File: config.mk
export PLATFORM = sky130hd
export DESIGN_NAME = bounded_record_stack_top
export DESIGN_NICKNAME = d
export VERILOG_FILES = /design/src/design/brs_pkg.sv /design/src/design/brs_ctrl.sv /design/src/design/brs_datapath.sv /design/src/design/bounded_record_stack_top.sv
export SDC_FILE = /design/constraint.sdc
export NUM_CORES = 1
export LEC_CHECK = 0
export BUFFER_PORTS_ARGS = -buffer_cell sky130_fd_sc_hd__buf_2
export CAP_MARGIN = 10
export CORE_ASPECT_RATIO = 1.5
export CORE_UTILIZATION = 30
export DETAILED_ROUTE_END_ITERATION = 10
export PLACE_DENSITY = 0.55
export SLEW_MARGIN = 0
export SYNTH_ARGS = -nofsm -noshare
export SYNTH_HDL_FRONTEND = slang
export SYNTH_SLANG_ARGS = --single-unit
File: constraint.sdc
create_clock -name clock -period 9.1 [get_ports clock]
set_clock_uncertainty 0.05 [all_clocks]
set_input_delay 0.455 -clock clock [delete_from_list [all_inputs] [get_ports clock]]
set_output_delay 0.455 -clock clock [all_outputs]
set_load 0.02 [all_outputs]
File: src/design/brs_pkg.sv
`default_nettype none
package brs_pkg;

   localparam int STACK_DEPTH_DEFAULT = 8;
   localparam int COUNT_WIDTH = 4;
   localparam int COUNT_MAX = 15;
   localparam int CSR_ADDR_WIDTH = 3;
   localparam int CSR_DATA_WIDTH = 32;
   localparam int LIMIT_WIDTH = 4;

   localparam logic [LIMIT_WIDTH-1:0] LIMIT_RESET = 4'd6;
   localparam logic CSR_IDX_LIMIT = 1'b0;

   localparam logic [2:0] MODE_PUSH    = 3'd0;
   localparam logic [2:0] MODE_POP     = 3'd1;
   localparam logic [2:0] MODE_PEEK    = 3'd2;
   localparam logic [2:0] MODE_REPLACE = 3'd3;
   localparam logic [2:0] MODE_CLEAR   = 3'd4;
   localparam logic [2:0] MODE_STATUS  = 3'd5;

   localparam logic [1:0] STATUS_OK     = 2'd0;
   localparam logic [1:0] STATUS_FULL   = 2'd1;
   localparam logic [1:0] STATUS_EMPTY  = 2'd2;
   localparam logic [1:0] STATUS_BADPOS = 2'd3;

   typedef struct packed {
      logic [2:0]  mode;
      logic [3:0]  position;
      logic [31:0] name_tag;
      logic [29:0] student_id;
      logic [15:0] major_tag;
   } req_type;

   typedef struct packed {
      logic [1:0]  status;
      logic [31:0] read_name;
      logic [29:0] read_student;
      logic [15:0] read_major;
      logic [3:0]  entry_count;
      logic        is_full;
      logic        is_empty;
   } rsp_type;

   typedef struct packed {
      logic [31:0] name_tag;
      logic [29:0] student_id;
      logic [15:0] major_tag;
   } entry_type;

   typedef enum logic [1:0] {
      ST_IDLE,
      ST_EXEC,
      ST_LOAD
   } state_type;

   typedef struct packed {
      logic load_req;
      logic execute;
      logic load_read;
   } cmd_type;

   typedef struct packed {
      logic peek_hit;
   } stat_type;

endpackage
`default_nettype wire

File: src/design/brs_ctrl.sv
`default_nettype none
module brs_ctrl (
   input  wire logic             clock,
   input  wire logic             reset,
   input  wire logic             req_valid,
   output logic                  req_ready,
   output logic                  rsp_valid,
   input  wire logic             rsp_ready,
   input  wire brs_pkg::stat_type stat,
   output brs_pkg::cmd_type      cmd
);

   brs_pkg::state_type state_ff, state_in;
   logic               rsp_valid_ff, rsp_valid_in;
   logic               out_free;

   assign out_free = !rsp_valid_ff || rsp_ready;

   always_comb begin
      state_in = state_ff;
      unique case (state_ff)
         brs_pkg::ST_IDLE: begin
            if (req_valid) state_in = brs_pkg::ST_EXEC;
         end
         brs_pkg::ST_EXEC: begin
            if (out_free) begin
               state_in = stat.peek_hit ? brs_pkg::ST_LOAD : brs_pkg::ST_IDLE;
            end
         end
         brs_pkg::ST_LOAD: begin
            state_in = brs_pkg::ST_IDLE;
         end
         default: begin
            state_in = brs_pkg::ST_IDLE;
         end
      endcase
   end

   always_comb begin
      req_ready     = 1'b0;
      cmd.load_req  = 1'b0;
      cmd.execute   = 1'b0;
      cmd.load_read = 1'b0;
      unique case (state_ff)
         brs_pkg::ST_IDLE: begin
            req_ready    = !reset;
            cmd.load_req = req_valid && !reset;
         end
         brs_pkg::ST_EXEC: begin
            cmd.execute = out_free;
         end
         brs_pkg::ST_LOAD: begin
            cmd.load_read = 1'b1;
         end
         default: begin
            req_ready = 1'b0;
         end
      endcase
   end

   assign rsp_valid_in = (rsp_valid_ff && !rsp_ready) ||
                         (cmd.execute && !stat.peek_hit) || cmd.load_read;
   assign rsp_valid    = rsp_valid_ff;

   always_ff @(posedge clock) begin
      if (reset) begin
         state_ff     <= brs_pkg::ST_IDLE;
         rsp_valid_ff <= 1'b0;
      end else begin
         state_ff     <= state_in;
         rsp_valid_ff <= rsp_valid_in;
      end
   end

endmodule
`default_nettype wire

File: src/design/brs_datapath.sv
`default_nettype none
module brs_datapath #(
   parameter int STACK_DEPTH = brs_pkg::STACK_DEPTH_DEFAULT
) (
   input  wire logic                              clock,
   input  wire logic                              reset,
   input  wire brs_pkg::req_type                  req_data,
   input  wire logic [brs_pkg::LIMIT_WIDTH-1:0]   limit,
   input  wire brs_pkg::cmd_type                  cmd,
   output brs_pkg::stat_type                      stat,
   output brs_pkg::rsp_type                       rsp_data
);

   localparam int IDX_WIDTH = $clog2(STACK_DEPTH);
   localparam int CW = brs_pkg::COUNT_WIDTH;
   localparam logic [CW-1:0] LIMIT_CAP =
      CW'((STACK_DEPTH < brs_pkg::COUNT_MAX) ? STACK_DEPTH : brs_pkg::COUNT_MAX);

   brs_pkg::req_type   req_ff;
   brs_pkg::rsp_type   rsp_ff, rsp_in;
   brs_pkg::entry_type store_ff [STACK_DEPTH];
   brs_pkg::entry_type rd_ff;
   brs_pkg::entry_type wr_entry;
   logic [CW-1:0]      count_ff, count_in;
   logic [CW-1:0]      lim;
   logic [CW-1:0]      slot_diff;
   logic [IDX_WIDTH-1:0] slot_idx, wr_idx;
   logic [1:0]         status;
   logic               wr_en;
   logic               peek_hit;

   always_comb begin
      if (limit == '0) begin
         lim = CW'(1);
      end else if (CW'(limit) > LIMIT_CAP) begin
         lim = LIMIT_CAP;
      end else begin
         lim = CW'(limit);
      end
   end

   assign slot_diff = count_ff - req_ff.position;
   assign slot_idx  = IDX_WIDTH'(slot_diff);
   assign wr_entry  = '{name_tag: req_ff.name_tag, student_id: req_ff.student_id,
                        major_tag: req_ff.major_tag};

   always_comb begin
      status   = brs_pkg::STATUS_OK;
      count_in = count_ff;
      wr_en    = 1'b0;
      wr_idx   = IDX_WIDTH'(count_ff);
      peek_hit = 1'b0;
      unique case (req_ff.mode)
         brs_pkg::MODE_PUSH: begin
            if (count_ff >= lim) begin
               status = brs_pkg::STATUS_FULL;
            end else begin
               wr_en    = 1'b1;
               count_in = count_ff + CW'(1);
            end
         end
         brs_pkg::MODE_POP: begin
            if (count_ff == '0) begin
               status = brs_pkg::STATUS_EMPTY;
            end else begin
               count_in = count_ff - CW'(1);
            end
         end
         brs_pkg::MODE_PEEK, brs_pkg::MODE_REPLACE: begin
            if (count_ff == '0) begin
               status = brs_pkg::STATUS_EMPTY;
            end else if (req_ff.position == '0 || req_ff.position > count_ff) begin
               status = brs_pkg::STATUS_BADPOS;
            end else if (req_ff.mode == brs_pkg::MODE_PEEK) begin
               peek_hit = 1'b1;
            end else begin
               wr_en  = 1'b1;
               wr_idx = slot_idx;
            end
         end
         brs_pkg::MODE_CLEAR: begin
            count_in = '0;
         end
         default: begin
            count_in = count_ff;
         end
      endcase
   end

   assign stat.peek_hit = peek_hit;

   always_comb begin
      rsp_in = rsp_ff;
      if (cmd.execute) begin
         rsp_in.status       = status;
         rsp_in.read_name    = '0;
         rsp_in.read_student = '0;
         rsp_in.read_major   = '0;
         rsp_in.entry_count  = count_in;
         rsp_in.is_full      = (count_in >= lim);
         rsp_in.is_empty     = (count_in == '0);
      end else if (cmd.load_read) begin
         rsp_in.read_name    = rd_ff.name_tag;
         rsp_in.read_student = rd_ff.student_id;
         rsp_in.read_major   = rd_ff.major_tag;
      end
   end

   always_ff @(posedge clock) begin
      if (reset) begin
         count_ff <= '0;
      end else if (cmd.execute) begin
         count_ff <= count_in;
      end
   end

   always_ff @(posedge clock) begin
      if (cmd.load_req) req_ff <= req_data;
      rsp_ff <= rsp_in;
   end

   always_ff @(posedge clock) begin
      if (cmd.execute && wr_en) store_ff[wr_idx] <= wr_entry;
      rd_ff <= store_ff[slot_idx];
   end

   assign rsp_data = rsp_ff;

endmodule
`default_nettype wire

File: src/design/bounded_record_stack_top.sv
// rsp_valid rises after the req passes the EXEC state and the rsp_valid register, with the
// LOAD state in between for a peek that hits; EXEC waits while a held result is not taken.
// One operation at a time; LOAD covers the registered read port of the record memory.
// The rsp output register frees the controller once a result is registered.
// Reset (synchronous, active high) empties the stack, sets the limit register to 6
// and leaves the record memory contents undefined.
`default_nettype none
module bounded_record_stack_top #(
   parameter int STACK_DEPTH = brs_pkg::STACK_DEPTH_DEFAULT
) (
   input  wire logic                                clock,
   input  wire logic                                reset,
   input  wire logic                                req_valid,
   output logic                                     req_ready,
   input  wire brs_pkg::req_type                    req_data,
   output logic                                     rsp_valid,
   input  wire logic                                rsp_ready,
   output brs_pkg::rsp_type                         rsp_data,
   input  wire logic                                psel,
   input  wire logic                                penable,
   input  wire logic                                pwrite,
   input  wire logic [brs_pkg::CSR_ADDR_WIDTH-1:0]  paddr,
   input  wire logic [brs_pkg::CSR_DATA_WIDTH-1:0]  pwdata,
   output logic [brs_pkg::CSR_DATA_WIDTH-1:0]       prdata,
   output logic                                     pready
);

   localparam int AW = brs_pkg::CSR_ADDR_WIDTH;

   logic [brs_pkg::LIMIT_WIDTH-1:0] limit_ff, limit_in;
   logic                            csr_hit;
   brs_pkg::cmd_type                cmd;
   brs_pkg::stat_type               stat;

   assign pready  = 1'b1;
   assign csr_hit = (paddr[AW-1] == brs_pkg::CSR_IDX_LIMIT);
   assign limit_in = (psel && penable && pwrite && pready && csr_hit) ?
                     pwdata[brs_pkg::LIMIT_WIDTH-1:0] : limit_ff;
   assign prdata  = csr_hit ? brs_pkg::CSR_DATA_WIDTH'(limit_ff) : '0;

   always_ff @(posedge clock) begin
      if (reset) begin
         limit_ff <= brs_pkg::LIMIT_RESET;
      end else begin
         limit_ff <= limit_in;
      end
   end

   brs_ctrl u_ctrl (
      .clock     (clock),
      .reset     (reset),
      .req_valid (req_valid),
      .req_ready (req_ready),
      .rsp_valid (rsp_valid),
      .rsp_ready (rsp_ready),
      .stat      (stat),
      .cmd       (cmd)
   );

   brs_datapath #(
      .STACK_DEPTH (STACK_DEPTH)
   ) u_datapath (
      .clock    (clock),
      .reset    (reset),
      .req_data (req_data),
      .limit    (limit_ff),
      .cmd      (cmd),
      .stat     (stat),
      .rsp_data (rsp_data)
   );

endmodule
`default_nettype wire

## Word-level counts from Yosys, hierarchy flattened

Memory sizes are Yosys's and may differ from the RTL's. A register that Yosys moved wholly into a read port is not among the register bits.
Cells that the tools add are included.

| operators by class | value |
|---|---|
| $add $sub $neg | 3 |
| order comparisons | 4 |
| eq/ne operators | 8 |
| multiplexer cells | 34 |
| bitwise gates (word level) | 1 |
| reductions and logical operators | 23 |

Operators with widths:

| kind | number |
|---|---|
| two-way mux 4 bit | 5 |
| logical NOT 4 bit | 4 |
| two-way mux 1 bit | 15 |
| two-way mux 2 bit | 6 |
| two-way mux 3 bit | 4 |
| case mux 4 bit (3 select lines) | 1 |
| greater-or-equal comparator 4 bit | 2 |
| logical AND 1 bit | 7 |
| equality test 3 x 2 -> 1 bit (second input constant) | 2 |
| case mux 2 bit (3 select lines) | 1 |
| adder 4 x 1 -> 4 bit (second input constant) | 1 |
| > comparator 4 bit | 1 |
| > comparator 4 bit (second input constant) | 1 |
| logical NOT 1 bit | 4 |
| logical OR 1 bit | 4 |
| case mux 2 bit (2 select lines) | 1 |
| subtractor 4 x 1 -> 4 bit (second input constant) | 1 |
| equality test 3 x 1 -> 1 bit (second input constant) | 1 |
| equality test 3 bit (second input constant) | 1 |
| logical NOT 3 bit | 1 |
| subtractor 3 bit | 1 |
| equality test 2 x 1 -> 1 bit (second input constant) | 1 |
| equality test 2 bit (second input constant) | 1 |
| logical NOT 2 bit | 1 |
| other kinds (6) | 6 |

| storage, ports and cells | value |
|---|---|
| register bits | 182 |
| memory bits (writable) | 624 |
| word-level logic and storage cells | 90 |
| memories kept | 1 |

Memories:

| name | words | width | rd ports | clocked after Yosys merged registers in | wr ports | line | text |
|---|---|---|---|---|---|---|---|
| u_datapath.store_ff | 8 | 78 | 1 | 1 | 1 | brs_datapath.sv:21 | `brs_pkg::entry_type store_ff [STACK_DEPTH];` |

## Depth between registers and ports, before layout

| logic depth | value |
|---|---|
| word-level depth | 9 |
| depth in mapped cells | 14 |
| gate-level depth less buffers | 14 |

## Modules after synthesis

Synthesis repeated with hierarchy kept, for this count alone.

| second synthesis, totals | value |
|---|---|
| cell total of the unflattened synthesis | 1,526 |
| area, all modules | 32,132.1 um^2 |

By module, submodules not included:

| module | instances | cells an instance | area an instance (um^2) | sequential area each (um^2) |
|---|---|---|---|---|
| brs_datapath | 1 | 1,457 | 31,539.0 | 24,733.7 |
| bounded_record_stack_top | 1 | 53 | 441.7 | 80.1 |
| brs_ctrl | 1 | 16 | 151.4 | 60.1 |

## Worst setup path after synthesis

Ideal clock, no wire load.

| path | value |
|---|---|
| path kind | flip-flop to flip-flop |
| start | reg u_datapath.count_ff[0] |
| end | mem u_datapath.store_ff[2][0] (netlist name), enable pin |
| library setup time | 0.630 ns |
| arrival | 7.773 ns |
| slack | 0.646 ns |
| cell stages (with the launch flop) | 13 |
| cells stage by stage | dfxtp_1 > clkbuf_2 > inv_1 > ha_1 > inv_1 > fa_1 > clkbuf_1 > buf_2 > buf_2 > nand2_1 > nor4_1 > nand3_1 > a211oi_1 |

| on the way | value |
|---|---|
| cells in the longest elaborated chain, start to end | 8 |
| elaborated cells on any way between the ends | 16 |
| those cells by class | add/sub (1); order compare (2); mux (10); reduce/logical (3) |

Ends and longest elaborated chain:

| element | line | text |
|---|---|---|
| start, declared | brs_datapath.sv:24 | `logic [CW-1:0] count_ff, count_in;` |
| start signal, assigned | brs_datapath.sv:113 | `count_ff <= count_in;` |
| > comparator 4 bit | brs_datapath.sv:72 | `end else if (req_ff.position == '0 \|\| req_ff.position > count_ff) begin` |
| logical OR 1 bit | brs_datapath.sv:72 |  |
| two-way mux 1 bit | brs_datapath.sv:72 |  |
| two-way mux 1 bit | brs_datapath.sv:70 | `if (count_ff == '0) begin` |
| case mux 1 bit (2 select lines) | brs_datapath.sv:53 | `unique case (req_ff.mode)` |
| logical AND 1 bit | brs_datapath.sv:123 | `if (cmd.execute && wr_en) store_ff[wr_idx] <= wr_entry;` |
| two-way mux 1 bit | brs_datapath.sv:123 |  |
| two-way mux 1 bit (not written as such) | brs_datapath.sv:123 |  |
| end, declared | brs_datapath.sv:21 |  |

Several ways; a longest one is shown, not always the timed one.

## Final worst setup path

| path | value |
|---|---|
| start | reg u_datapath.count_ff[0] |
| end | mem u_datapath.store_ff[3][73] (netlist name), enable pin |

Same word-level chain as after synthesis.

==> summary.txt <==
Outcome
  – Status: complete, no violations

Placement
  – Detail Placement HPWL: 36,900 µm
  – IO buf count: 188
  – Placed Cells: 3,164
  – Gp weighted congestion: 0.741

CTS
  – CTS root buf: clkbuf_16
  – Inserted Clock Buffers: 88
  – Clock Sinks: 884
  – Clock Pin Slew Worst Setup and Hold Paths: 0.07 ns
  – TritonCTS clock tree: built
  – Worst-Skew Late Latency: 0.70 ns
  – H-tree levels: 3
  – Post-CTS Resized: 0
  – Deepest clock path buffer count: 3

Run
  – Max_cap viols: 0

Critical path
  – Crit end category: register
  – CP max stage delay: 1.28 ns
  – Critical Path RT: 9.33 ns
  – Cell Chain, Critical Path: inv_1, ha_4, inv_1, fa_4, nand2_1, nor4_1, nand3_1, a211oi_4, buf_4, buf_4
  – WP data arrival: 5.26 ns
  – Critical-path maximum fanout: 44
  – Slowest cell on the critical path: fa_4
  – Startpoint types: register
  – WS Path Type: reg2reg

Route
  – Via Count: 15.6k
  – Drt pass-1 iters: 5
  – Wirelength per Cell: 21.2 µm
  – DRC errors left: 0
  – Via density: 4.56
  – Starting DRC count in detailed routing: 1,029
  – Final ANT Viol Nets: 0
  – DRT Wirelength: 72,500 µm

Synthesis
  – Yosys Warn Count: 0
  – Number of flops mapped to enable cells by yosys: 717
  – Post-synthesis cell area: 31,900 µm²
  – Synthesis-stage register bit count: 884
  – Cells after synthesis: 1,623
  – Post-synth ARST share: 0%
  – Synth cell types: 58
  – Mean area per synthesized cell: 19.7 µm²
  – Prevailing post-synth register cell: edfxtp_1
  – Register area share after synthesis: 77.9%

Die
  – Total die area: 108,000 µm²
  – # IOs: 248
  – Row count: 146
  – Die Span Y: 401 µm
  – Starting Density: 30.2%
  – Core region area: 106,000 µm²
  – Die Wd: 268 µm

Power
  – Power density over the cells: 234 nW/µm²
  – Static leakage: 12.8 nW
  – Peak supply drop: 0.000159 V

Global routing
  – Largest net degree at the start of global routing: 79
  – Number of global-route vias before repair: 16.5k
  – GRT overflow: 0
  – First-pass GRT wire length: 107,000 µm
  – Initial antenna violation count: 3
  – Gr usage total: 13.5%

STA
  – Final min period: 5.03 ns
  – Unrepaired setup endpoints after global routing: no
  – Worst-margin pin slew: 1.21 ns
  – Final Setup Violations: 0
  – Final Hold Vio Count: 0
  – Final TNS setup: 0 ns
  – Period utilization: 55.3%
  – Slew HR: 18.9%
  – Fin. max-slew vios: 0
  – Fmax: 199 MHz

Cells and area
  – Nets: 2,081
  – Share of post-route cells with drive strength above 1: 30.8%
  – Non-Filler Instances: 3,420
  – P&R area growth vs syn: 20.7%
  – ANT cells: 0

Worst hold path
  – Hold Crit Class: in2reg
-- worst max-delay path: cells and delay by family, from the launching register on --
family	cells	cell delay (ns)
flops	1	0.43
simple gates	3	0.63
buf+inv	4	1.74
compound gates	1	0.25
fa+ha+maj	2	1.44
-- through the flow --
stage / setup slack (ns) / instance area, µm² / utilization, % / hold slack, ns / total power (W)
6_report: 4.07 / 38500 / 36.5 / 0.0792 / 0.00902
5_1_grt: 3.90 / 38500 / 36.5 / 0.0450 / 0.00935
4_1_cts: 3.98 / 38500 / 36.5 / 0.00693 / 0.00916
2_1_floorplan: 0.646 / 32000 / - / 0.367 / 0.00505
3_5_place_dp: 4.08 / 34500 / 32.7 / 0.380 / 0.00523
3_3_place_gp: 4.03 / 34500 / 32.7 / 0.373 / 0.00522
-- path summary, 6_finish.rpt --
path / start / to / slack, ns / depth (start not counted)
worst max register to register: u_datapath.count_ff[0]$_SDFFE_PP0P_ / u_datapath.store_ff[3][73]$_DFFE_PP_ / 4.07 / 10
worst max-delay path: u_datapath.count_ff[0]$_SDFFE_PP0P_ / u_datapath.store_ff[3][73]$_DFFE_PP_ / 4.07 / 10
worst min-delay path: reset / limit_ff[3]$_SDFFE_PP0P_ / 0.08 / 2
worst min register to register: u_datapath.rd_ff[71]$_DFF_P_ / u_datapath.rsp_data[77]$_SDFFE_PP0P_ / 0.37 / 2
-- where the power goes --
group,internal [W],switching [W]
Sequential,0.00448,0.0000639
Combinational,0.000314,0.000300
Clock,0.00224,0.00162
Total,0.00703,0.00198
-- state kept, by name (all words and copies together), names as in the netlist --
signal / count
u_ctrl.state_ff: 2
limit_ff: 4
u_datapath.req_ff: 85
u_ctrl.rsp_valid: 1
u_datapath.rsp_data: 86
u_datapath.count_ff: 4
u_datapath.store_ff: 624
u_datapath.rd_ff: 78
-- cells in the mapped netlist (5+ instances only) --
library cell	instances	area share, %
nor2_1	18	0.21
mux4_2	156	11
nand2_1	167	2.0
clkbuf_1	35	0.41
a21oi_1	87	1.4
a211oi_1	5	0.12
ha_1	15	0.59
mux2_2	79	2.8
nor3_1	6	0.094
buf_4	31	0.73
buf_1	13	0.15
buf_2	26	0.41
edfxtp_1	717	67
inv_1	12	0.14
nand3_1	11	0.17
dfxtp_1	167	10
o21ai_0	5	0.078
nand2b_1	6	0.12
nor2b_1	8	0.16
-- layout by cell type, fill, tap and decap left out, types with 2 or more instances in the layout --
master         instances
edfxtp_1             717
buf_2                188
nand2_1              167
dfxtp_1              167
mux4_2               156
dlygate4sd3_1         90
clkbuf_16             88
a21oi_1               87
mux2_2                79
conb_1                29
buf_4                 28
nor2_1                18
clkbuf_1              17
ha_1                  14
bufinv_16             12
nand3_1               11
inv_1                 11
clkinv_2              11
clkbuf_8              10
clkinv_1               8
nor2b_1                7
clkinvlp_4             7
nor3_1                 6
o21ai_0                5
nand2b_1               5
nor4_1                 4
a22oi_2                4
a211oi_4               4
mux2i_1                4
inv_6                  4
o21a_1                 3
clkinv_16              3
inv_16                 3
a211o_1                2
inv_2                  2
or4_1                  2
o211ai_1               2
o221ai_1               2
nand4_1                2
clkinv_4               2
-- per-layer routing --
layer	share of wire (%)	GRT usage (%)
met5	0.028	0
met3	4.2	2.39
met4	2.2	4.53
met2	50	22.8
met1	44	17.5
-- area by class of cell --
cell class	instances	area [µm²]
well taps	1406	1760
flip-flops and latches	884	24900
clock buffers	115	2400
repair buffers	306	2050
multi-input cells	644	6650
inverters	14	55.1
clock inverters	51	717
fillers	9911	67100
-- kinds of logic (layout without fill, tap and decap cells) --
group / after synthesis / count (layout) / share of synthesized area (%)
compound gates: 122 / 122 / 2.25
xor+xnor: 2 / 2 / 0.0549
fa+ha+maj: 16 / 16 / 0.651
buf+inv: 122 / 486 / 1.95
flops: 884 / 884 / 77.9
mux: 239 / 239 / 13.9
other cells: 2 / 29 / 0.0235
simple gates: 236 / 236 / 3.21
-- what timing repair did --
item,CTS,global route
hold buffers,90,0
hold endpoints to repair,90,0
setup buffers,0,0
Note: power is estimated with default switching activity, not from simulation.
